--- config.mk ---
export PLATFORM = sky130hd
export DESIGN_NAME = power_law_noise_ar_filter_flat
export DESIGN_NICKNAME = d
export VERILOG_FILES = /design/src/rtl/plnaf_pkg.sv /design/src/rtl/plnaf_if.sv /design/src/rtl/plnaf_seq.sv /design/src/rtl/plnaf_dp.sv /design/src/rtl/power_law_noise_ar_filter.sv /design/src/flat_wrapper.sv
export SDC_FILE = /design/constraint.sdc
export NUM_CORES = 2
export LEC_CHECK = 0
export BUFFER_PORTS_ARGS = -buffer_cell sky130_fd_sc_hd__buf_2
export CAP_MARGIN = 20
export CORE_MARGIN = 1
export CORE_UTILIZATION = 70
export CTS_CLUSTER_DIAMETER = 40
export DETAILED_ROUTE_END_ITERATION = 6
export PLACE_DENSITY = 0.88
export SKIP_LAST_GASP = 1
export SYNTH_ARGS = -nofsm -noshare
export SYNTH_HDL_FRONTEND = slang
export SYNTH_SLANG_ARGS = --single-unit
--- constraint.sdc ---
create_clock -name clock -period 19.7 [get_ports clock]
set_input_delay 3.94 -clock clock [delete_from_list [all_inputs] [get_ports clock]]
set_output_delay 3.94 -clock clock [all_outputs]
set_load 0.05 [all_outputs]
--- src/rtl/plnaf_pkg.sv ---
// ----------------------------------------------------------------------------
// plnaf_pkg
// types, constants and microcode for the power-law noise AR filter
// ----------------------------------------------------------------------------
package plnaf_pkg;

   localparam int SAMPLE_W   = 16;
   localparam int OUT_W      = 24;
   localparam int COEF_W     = 18;
   localparam int POLES_W    = 3;
   localparam int NCOEF      = 5;
   localparam int CSR_IDX_W  = 3;
   localparam int CSR_DATA_W = 18;
   localparam int FRAC_BITS  = 16;
   localparam int PROD_W     = COEF_W + OUT_W;
   // sample << 16 plus five products of 2^40 stays below 2^44
   localparam int ACC_W      = 45;
   localparam int Y_W        = ACC_W - FRAC_BITS;

   // register indexes on the csr port
   localparam logic [CSR_IDX_W-1:0] REG_COEF_0 = 3'd0;
   localparam logic [CSR_IDX_W-1:0] REG_COEF_4 = 3'd4;
   localparam logic [CSR_IDX_W-1:0] REG_POLES  = 3'd5;

   localparam logic [POLES_W-1:0] POLES_RESET = 3'd5;

   localparam logic signed [ACC_W-1:0]  ROUND_HALF = ACC_W'(1) <<< (FRAC_BITS - 1);
   localparam logic signed [Y_W-1:0]    Y_MAX      = Y_W'(8388607);
   localparam logic signed [Y_W-1:0]    Y_MIN      = -Y_W'(8388608);
   localparam logic signed [OUT_W-1:0]  OUT_MAX    = 24'sh7fffff;
   localparam logic signed [OUT_W-1:0]  OUT_MIN    = 24'sh800000;

   typedef enum logic [1:0] {
      STEP_WAIT,
      STEP_MAC,
      STEP_FIN
   } step_type;

   typedef enum logic [1:0] {
      OP_LOAD,
      OP_MAC,
      OP_FIN
   } op_type;

   typedef enum logic [1:0] {
      COND_NO_BEAT,
      COND_MORE,
      COND_OUT_BUSY
   } cond_type;

   // one control word of the program
   typedef struct packed {
      op_type   op;
      logic     ready;
      logic     k_clr;
      logic     k_inc;
      cond_type cond;
      step_type jmp;
      step_type nxt;
   } uword_type;

   // datapath strobes from the sequencer
   typedef struct packed {
      logic load;
      logic mac;
      logic fin;
   } ctrl_type;

   function automatic uword_type ucode(step_type step);
      uword_type w;
      unique case (step)
         STEP_WAIT: w = '{op: OP_LOAD, ready: 1'b1, k_clr: 1'b1, k_inc: 1'b0,
                          cond: COND_NO_BEAT, jmp: STEP_WAIT, nxt: STEP_MAC};
         STEP_MAC:  w = '{op: OP_MAC, ready: 1'b0, k_clr: 1'b0, k_inc: 1'b1,
                          cond: COND_MORE, jmp: STEP_MAC, nxt: STEP_FIN};
         STEP_FIN:  w = '{op: OP_FIN, ready: 1'b0, k_clr: 1'b0, k_inc: 1'b0,
                          cond: COND_OUT_BUSY, jmp: STEP_FIN, nxt: STEP_WAIT};
         default:   w = '{op: OP_LOAD, ready: 1'b0, k_clr: 1'b1, k_inc: 1'b0,
                          cond: COND_NO_BEAT, jmp: STEP_WAIT, nxt: STEP_WAIT};
      endcase
      return w;
   endfunction

endpackage

--- src/rtl/plnaf_if.sv ---
// ----------------------------------------------------------------------------
// plnaf channel interfaces
// valid/ready channels for the white input and the colored result
// ----------------------------------------------------------------------------
interface plnaf_req_if;
   logic                                   valid;
   logic                                   ready;
   logic signed [plnaf_pkg::SAMPLE_W-1:0]  white_sample;

   modport source (output valid, output white_sample, input ready);
   modport sink   (input valid, input white_sample, output ready);
endinterface

interface plnaf_rsp_if;
   logic                                valid;
   logic                                ready;
   logic signed [plnaf_pkg::OUT_W-1:0]  colored_sample;
   logic                                saturated;

   modport source (output valid, output colored_sample, output saturated, input ready);
   modport sink   (input valid, input colored_sample, input saturated, output ready);
endinterface

--- src/rtl/plnaf_seq.sv ---
// ----------------------------------------------------------------------------
// plnaf_seq
// step counter, microcode rom and pole counter
// ----------------------------------------------------------------------------
module plnaf_seq #(
   parameter int POLES = 5,
   parameter int KW    = (POLES > 1) ? $clog2(POLES) : 1,
   parameter int CW    = $clog2(POLES + 1)
) (
   input  logic                    clock,
   input  logic                    reset,
   input  logic                    req_valid,
   input  logic                    out_busy,
   input  logic [CW-1:0]           pole_cnt,
   output logic                    req_ready,
   output plnaf_pkg::ctrl_type     ctrl,
   output logic [KW-1:0]           pole_idx
);

   plnaf_pkg::step_type  step_ff, step_in;
   plnaf_pkg::uword_type uw;
   logic [KW-1:0]        k_ff, k_in;
   logic                 more;
   logic                 hit;

   assign uw   = plnaf_pkg::ucode(step_ff);
   assign more = (int'(k_ff) + 1) < int'(pole_cnt);

   always_comb begin
      unique case (uw.cond)
         plnaf_pkg::COND_NO_BEAT:  hit = !req_valid;
         plnaf_pkg::COND_MORE:     hit = more;
         plnaf_pkg::COND_OUT_BUSY: hit = out_busy;
         default:                  hit = 1'b0;
      endcase
      step_in = hit ? uw.jmp : uw.nxt;
      if (uw.k_clr) begin
         k_in = '0;
      end else if (uw.k_inc && more) begin
         k_in = k_ff + KW'(1);
      end else begin
         k_in = k_ff;
      end
   end

   always_comb begin
      req_ready = uw.ready;
      pole_idx  = k_ff;
      ctrl.load = (uw.op == plnaf_pkg::OP_LOAD) && uw.ready && req_valid;
      ctrl.mac  = (uw.op == plnaf_pkg::OP_MAC);
      ctrl.fin  = (uw.op == plnaf_pkg::OP_FIN) && !out_busy;
   end

   always_ff @(posedge clock) begin
      if (reset) begin
         step_ff <= plnaf_pkg::STEP_WAIT;
         k_ff    <= '0;
      end else begin
         step_ff <= step_in;
         k_ff    <= k_in;
      end
   end

endmodule

--- src/rtl/plnaf_dp.sv ---
// ----------------------------------------------------------------------------
// plnaf_dp
// shared multiply-accumulate, rounding, saturation, history and result register
// ----------------------------------------------------------------------------
module plnaf_dp #(
   parameter int POLES = 5,
   parameter int KW    = (POLES > 1) ? $clog2(POLES) : 1
) (
   input  logic                                    clock,
   input  logic                                    reset,
   input  plnaf_pkg::ctrl_type                     ctrl,
   input  logic [KW-1:0]                           pole_idx,
   input  logic signed [plnaf_pkg::COEF_W-1:0]     coef [plnaf_pkg::NCOEF],
   input  logic signed [plnaf_pkg::SAMPLE_W-1:0]   white_sample,
   input  logic                                    rsp_ready,
   output logic                                    out_busy,
   output logic                                    rsp_valid,
   output logic signed [plnaf_pkg::OUT_W-1:0]      colored_sample,
   output logic                                    saturated
);

   logic signed [plnaf_pkg::ACC_W-1:0]  acc_ff, acc_in;
   logic signed [plnaf_pkg::PROD_W-1:0] prod;
   logic signed [plnaf_pkg::COEF_W-1:0] coef_sel;
   logic signed [plnaf_pkg::OUT_W-1:0]  hist_sel;
   logic signed [plnaf_pkg::OUT_W-1:0]  hist_ff [POLES];
   logic signed [plnaf_pkg::ACC_W-1:0]  rnd;
   logic signed [plnaf_pkg::Y_W-1:0]    y;
   logic signed [plnaf_pkg::OUT_W-1:0]  y_sat;
   logic                                sat;
   logic                                valid_ff, valid_in;
   logic signed [plnaf_pkg::OUT_W-1:0]  sample_ff;
   logic                                sat_ff;

   assign coef_sel = coef[pole_idx];
   assign hist_sel = hist_ff[pole_idx];
   assign prod     = coef_sel * hist_sel;

   always_comb begin
      if (ctrl.load) begin
         acc_in = plnaf_pkg::ACC_W'(white_sample) <<< plnaf_pkg::FRAC_BITS;
      end else if (ctrl.mac) begin
         acc_in = acc_ff - plnaf_pkg::ACC_W'(prod);
      end else begin
         acc_in = acc_ff;
      end
   end

   // round half up, then clip to 24 bits
   always_comb begin
      rnd = acc_ff + plnaf_pkg::ROUND_HALF;
      y   = $signed(rnd[plnaf_pkg::ACC_W-1:plnaf_pkg::FRAC_BITS]);
      sat = 1'b1;
      if (y > plnaf_pkg::Y_MAX) begin
         y_sat = plnaf_pkg::OUT_MAX;
      end else if (y < plnaf_pkg::Y_MIN) begin
         y_sat = plnaf_pkg::OUT_MIN;
      end else begin
         y_sat = y[plnaf_pkg::OUT_W-1:0];
         sat   = 1'b0;
      end
   end

   always_comb begin
      if (ctrl.fin) begin
         valid_in = 1'b1;
      end else if (rsp_ready) begin
         valid_in = 1'b0;
      end else begin
         valid_in = valid_ff;
      end
   end

   always_ff @(posedge clock) begin
      acc_ff <= acc_in;
      if (ctrl.fin) begin
         sample_ff <= y_sat;
         sat_ff    <= sat;
      end
   end

   always_ff @(posedge clock) begin
      if (reset) begin
         valid_ff <= 1'b0;
         for (int i = 0; i < POLES; i++) begin
            hist_ff[i] <= '0;
         end
      end else begin
         valid_ff <= valid_in;
         if (ctrl.fin) begin
            hist_ff[0] <= y_sat;
            for (int i = 1; i < POLES; i++) begin
               hist_ff[i] <= hist_ff[i-1];
            end
         end
      end
   end

   assign out_busy       = valid_ff && !rsp_ready;
   assign rsp_valid      = valid_ff;
   assign colored_sample = sample_ff;
   assign saturated      = sat_ff;

endmodule

--- src/rtl/power_law_noise_ar_filter.sv ---
// ----------------------------------------------------------------------------
// power_law_noise_ar_filter
// autoregressive 1/f^alpha noise shaper, one shared multiplier under microcode
// ----------------------------------------------------------------------------
// sequence: the input beat loads the accumulator, one mac step per active pole
//   (P = active poles) follows, and the finish step registers the result beat
// the single multiply-accumulate unit takes one pole per cycle, one sample at a time
// a new input beat is taken while a finished result still waits on rsp
// reset: synchronous, clears history, coefficients to 0, active_poles to 5
// ----------------------------------------------------------------------------
module power_law_noise_ar_filter #(
   parameter int POLES = 5
) (
   input  logic                                  clock,
   input  logic                                  reset,
   plnaf_req_if.sink                             req_if,
   plnaf_rsp_if.source                           rsp_if,
   input  logic                                  csr_we,
   input  logic [plnaf_pkg::CSR_IDX_W-1:0]       csr_index,
   input  logic [plnaf_pkg::CSR_DATA_W-1:0]      csr_wdata
);

   localparam int KW = (POLES > 1) ? $clog2(POLES) : 1;
   localparam int CW = $clog2(POLES + 1);

   // config registers
   logic signed [plnaf_pkg::COEF_W-1:0] coef_ff [plnaf_pkg::NCOEF];
   logic [plnaf_pkg::POLES_W-1:0]       poles_ff;

   // clamped pole count, 1..POLES
   logic [CW-1:0]        pole_cnt;
   plnaf_pkg::ctrl_type  ctrl;
   logic [KW-1:0]        pole_idx;
   logic                 out_busy;

   always_comb begin
      if (poles_ff == '0) begin
         pole_cnt = CW'(1);
      end else if (int'(poles_ff) > POLES) begin
         pole_cnt = CW'(POLES);
      end else begin
         pole_cnt = CW'(poles_ff);
      end
   end

   // register writes; unknown indexes fall through and are dropped
   always_ff @(posedge clock) begin
      if (reset) begin
         for (int i = 0; i < plnaf_pkg::NCOEF; i++) begin
            coef_ff[i] <= '0;
         end
         poles_ff <= plnaf_pkg::POLES_RESET;
      end else if (csr_we) begin
         if (csr_index <= plnaf_pkg::REG_COEF_4) begin
            coef_ff[csr_index] <= $signed(csr_wdata[plnaf_pkg::COEF_W-1:0]);
         end else if (csr_index == plnaf_pkg::REG_POLES) begin
            poles_ff <= csr_wdata[plnaf_pkg::POLES_W-1:0];
         end
      end
   end

   // microcode sequencer: wait for beat, one mac step per pole, finish
   plnaf_seq #(
      .POLES (POLES)
   ) u_seq (
      .clock     (clock),
      .reset     (reset),
      .req_valid (req_if.valid),
      .out_busy  (out_busy),
      .pole_cnt  (pole_cnt),
      .req_ready (req_if.ready),
      .ctrl      (ctrl),
      .pole_idx  (pole_idx)
   );

   // datapath with history line and result register
   plnaf_dp #(
      .POLES (POLES)
   ) u_dp (
      .clock          (clock),
      .reset          (reset),
      .ctrl           (ctrl),
      .pole_idx       (pole_idx),
      .coef           (coef_ff),
      .white_sample   (req_if.white_sample),
      .rsp_ready      (rsp_if.ready),
      .out_busy       (out_busy),
      .rsp_valid      (rsp_if.valid),
      .colored_sample (rsp_if.colored_sample),
      .saturated      (rsp_if.saturated)
   );

endmodule

--- src/flat_wrapper.sv ---
// flat-port wrapper written by rule: the top's interface ports become plain ports
module power_law_noise_ar_filter_flat 
#(
   parameter int POLES = 5
)
  (clock, reset, csr_we, csr_index, csr_wdata, req_if_valid, req_if_white_sample, req_if_ready, rsp_if_valid, rsp_if_colored_sample, rsp_if_saturated, rsp_if_ready);
  plnaf_req_if req_if_i ();
  plnaf_rsp_if rsp_if_i ();
  input  logic clock;
  input  logic reset;
  input  logic csr_we;
  input  logic [plnaf_pkg::CSR_IDX_W-1:0] csr_index;
  input  logic [plnaf_pkg::CSR_DATA_W-1:0] csr_wdata;
  input wire logic [$bits(req_if_i.valid)-1:0] req_if_valid;
  input wire logic [$bits(req_if_i.white_sample)-1:0] req_if_white_sample;
  output wire logic [$bits(req_if_i.ready)-1:0] req_if_ready;
  output wire logic [$bits(rsp_if_i.valid)-1:0] rsp_if_valid;
  output wire logic [$bits(rsp_if_i.colored_sample)-1:0] rsp_if_colored_sample;
  output wire logic [$bits(rsp_if_i.saturated)-1:0] rsp_if_saturated;
  input wire logic [$bits(rsp_if_i.ready)-1:0] rsp_if_ready;
  assign req_if_i.valid = req_if_valid;
  assign req_if_i.white_sample = req_if_white_sample;
  assign req_if_ready = req_if_i.ready;
  assign rsp_if_valid = rsp_if_i.valid;
  assign rsp_if_colored_sample = rsp_if_i.colored_sample;
  assign rsp_if_saturated = rsp_if_i.saturated;
  assign rsp_if_i.ready = rsp_if_ready;
  power_law_noise_ar_filter #(.POLES(POLES)) u_core (.clock(clock), .reset(reset), .req_if(req_if_i), .rsp_if(rsp_if_i), .csr_we(csr_we), .csr_index(csr_index), .csr_wdata(csr_wdata));
endmodule
==> impl_metrics.ini <==
[floorplan]
core_area_um2 = 42300
row_count = 75
die_h_um = 210
die_w_um = 210
io_pins = 69
start_util_pct = 71.5
die_area_um2 = 44100

[worst_setup_path]
cp-end-kind = register
critPathLaunchType = register
critical_path_arrival_ps = 10220
crit_fanout = 25
cp.required_ps = 20020
slowest_stage = fa_1
criticalPathCategory = register to register
cpPeakStageDelay_ps = 890

[status]
violations = DRC
outcome = finished with violations

[synth]
syn_area_per_cell_um2 = 9.47
netlist_top_cells_area = fa_1 31%, edfxtp_1 17%, dfxtp_1 7.8%
async_reset_ff_share_pct = 0
yosysMostFrequentCell = inv_1
synth_top_flop_cell = edfxtp_1
yosysSeqAreaShare_pct = 25.1
ys_types = 66
yosysTopAreaCellShare_pct = 31.5
synth_edf_count = 174
synth_cells = 3195
synth-seq-cells = 292
syn_nets = 3840
synth_area_um2 = 30300
synth_common_cells = 577 x inv_1, 476 x fa_1, 457 x nand2_1
yosys_warnings = 0
synth_top_cell_by_area = fa_1

[drt]
final_antenna_net_count = 0
drc = 3
routed_wl_um = 88500
first_pass_iters = 7
vias_per_cell = 6.15
wl_per_cell_um = 23.0
drt_iter0_markers = 2711
vias = 23600

[placed_design]
numPortBuffers = 68
hpwl_um = 68700
gp_congestion = 1.01
placed_cells = 3753

[power_and_ir_drop]
vdd_drop_max_mv = 0.195
total_power_uw = 3910
powerDensity_nw_per_um2 = 119
p_leak_uw = 0.0132

[sta]
holdWs_ps = 453
finalCriticalPeriod_ps = 9900
setup_violations = 0
fin_setup_tns_ps = 0
clock_skew_ps = 23.1
worst_pin_slew_ps = 1240
fmax_mhz = 101
hold_viol_final = 0
max_slew_margin_pct = 14.9
finalMaxSlewViolations = 0
period_share_pct = 50.3
rsz0062_at_grt = no

[cts]
root_buffer = clkbuf_16
cts_buffers = 45
htreeDepth = 2
clkSinkCount = 292
clockBufferDepth = 3
clk_pin_slew_ps = 60
cts_tree = built
ctsHoldBuffers = 0
postCtsSetupBuffers = 0
cts_resized = 0
clock_latency_ps = 600

[worst_hold_path]
holdCritPathClass = register to register

[grt]
grt_pass1_wl_um = 139000
grt_max_degree = 99
gr-total-overflow = 0
grt_pass1_vias = 24600
grt_antenna_before_repair = 0
grt_usage_pct = 42.1

[finish]
area_delta_synth_final_pct = 8.42
drive_above_1_share_pct = 8.27
fin_cells = 3840
nets = 3874
final_util_pct = 77.5
n_antenna_cell = 0

[flow_run]
cap_violations = 0
[kinds of logic (layout without fill, tap and decap cells)]
logic type	Yosys count	in the layout	synth area share [%]
buf+inv	709	777	8.83
compound gates	391	391	7.71
fa+ha+maj	603	603	36.7
xor+xnor	81	81	2.34
flops	292	292	25.1
simple gates	997	997	14.1
mux	122	122	5.22
[stage by stage]
step	setup WS, ps	area [um^2]
6_report	9800	32800
5_1_grt	9200	32800
4_1_cts	9870	32700
3_5_place_dp	9930	31200
3_3_place_gp	10080	31200
2_1_floorplan	11390	30300
[flip-flops by register name (all words and copies together), names as in the netlist, named ones only]
name                        flops
u_core.u_seq.pole_idx           3
u_core.u_dp.rsp_valid           1
u_core.u_dp.colored_sample     24
u_core.poles_ff                 3
u_core.u_dp.saturated           1
u_core.u_seq.step_ff            2
u_core.coef_ff                 90
u_core.u_dp.hist_ff           120
u_core.u_dp.acc_ff             45
[final timing paths]
| path | startpoint | endpoint | slack (ps) | cells after the start |
|---|---|---|---|---|
| hold / removal | u_core.coef_ff[79] | u_core.coef_ff[79] | 450 | 2 |
| setup / recovery | u_core.u_seq.pole_idx[2] | u_core.u_dp.acc_ff[43] | 9800 | 28 |
| setup reg to reg | u_core.u_seq.pole_idx[2] | u_core.u_dp.acc_ff[43] | 9800 | 28 |
| hold reg to reg | u_core.coef_ff[79] | u_core.coef_ff[79] | 450 | 2 |
[critical path: cells and delay by family (launching register included)]
kind / cells / cell delay, ps
compound gates: 9 / 2090
xor+xnor: 1 / 160
fa+ha+maj: 8 / 4340
buf+inv: 8 / 1340
flops: 1 / 690
simple gates: 2 / 970
[cell usage in the layout, fill, tap and decap left out, types with 4 or more instances in the layout]
master,count
xor2_1,24
mux2_2,26
nand2_1,457
o21bai_1,10
mux4_2,25
o22a_1,16
clkinvlp_4,4
fa_1,476
o22ai_1,11
nand4_1,19
a21oi_1,150
and2_1,112
buf_4,46
a31oi_1,13
a21o_1,33
nor2_1,321
nand3_1,25
dfxtp_1,115
nand2b_1,13
xnor2_1,57
edfxtp_1,174
o21ai_1,61
o21a_1,7
nor2b_1,11
a211oi_1,10
o21ai_0,50
mux2i_1,68
inv_6,9
inv_1,577
nor3_1,14
buf_2,68
ha_1,127
clkbuf_16,45
inv_8,5
and3_1,5
[area by class of cell]
cell class,count,area (um^2)
clock buffer,50,1160
fill,2780,9520
timing repair buffer,118,751
sequential,292,7590
tap,577,722
inverter,578,2170
multi-input combinational,2194,20100
clock inverter,31,357
[where the power goes]
group	leakage (uW)	internal, uW	switching [uW]	total, uW
clock	0.000739	481	333	815
combinational	0.00972	777	1440	2220
sequential	0.00273	792	82.0	874
[metal layers]
metal  global-route usage, %  vias to the layer above  routed length [um]
met5                       0                        -                   0
met4                    20.6                        0                4890
met3                    11.2                      336               10700
met2                    64.0                     1526               39800
met1                    56.7                    11600               33100
li1                        -                    10100                   -
Note: power is estimated with default switching activity, not from simulation.
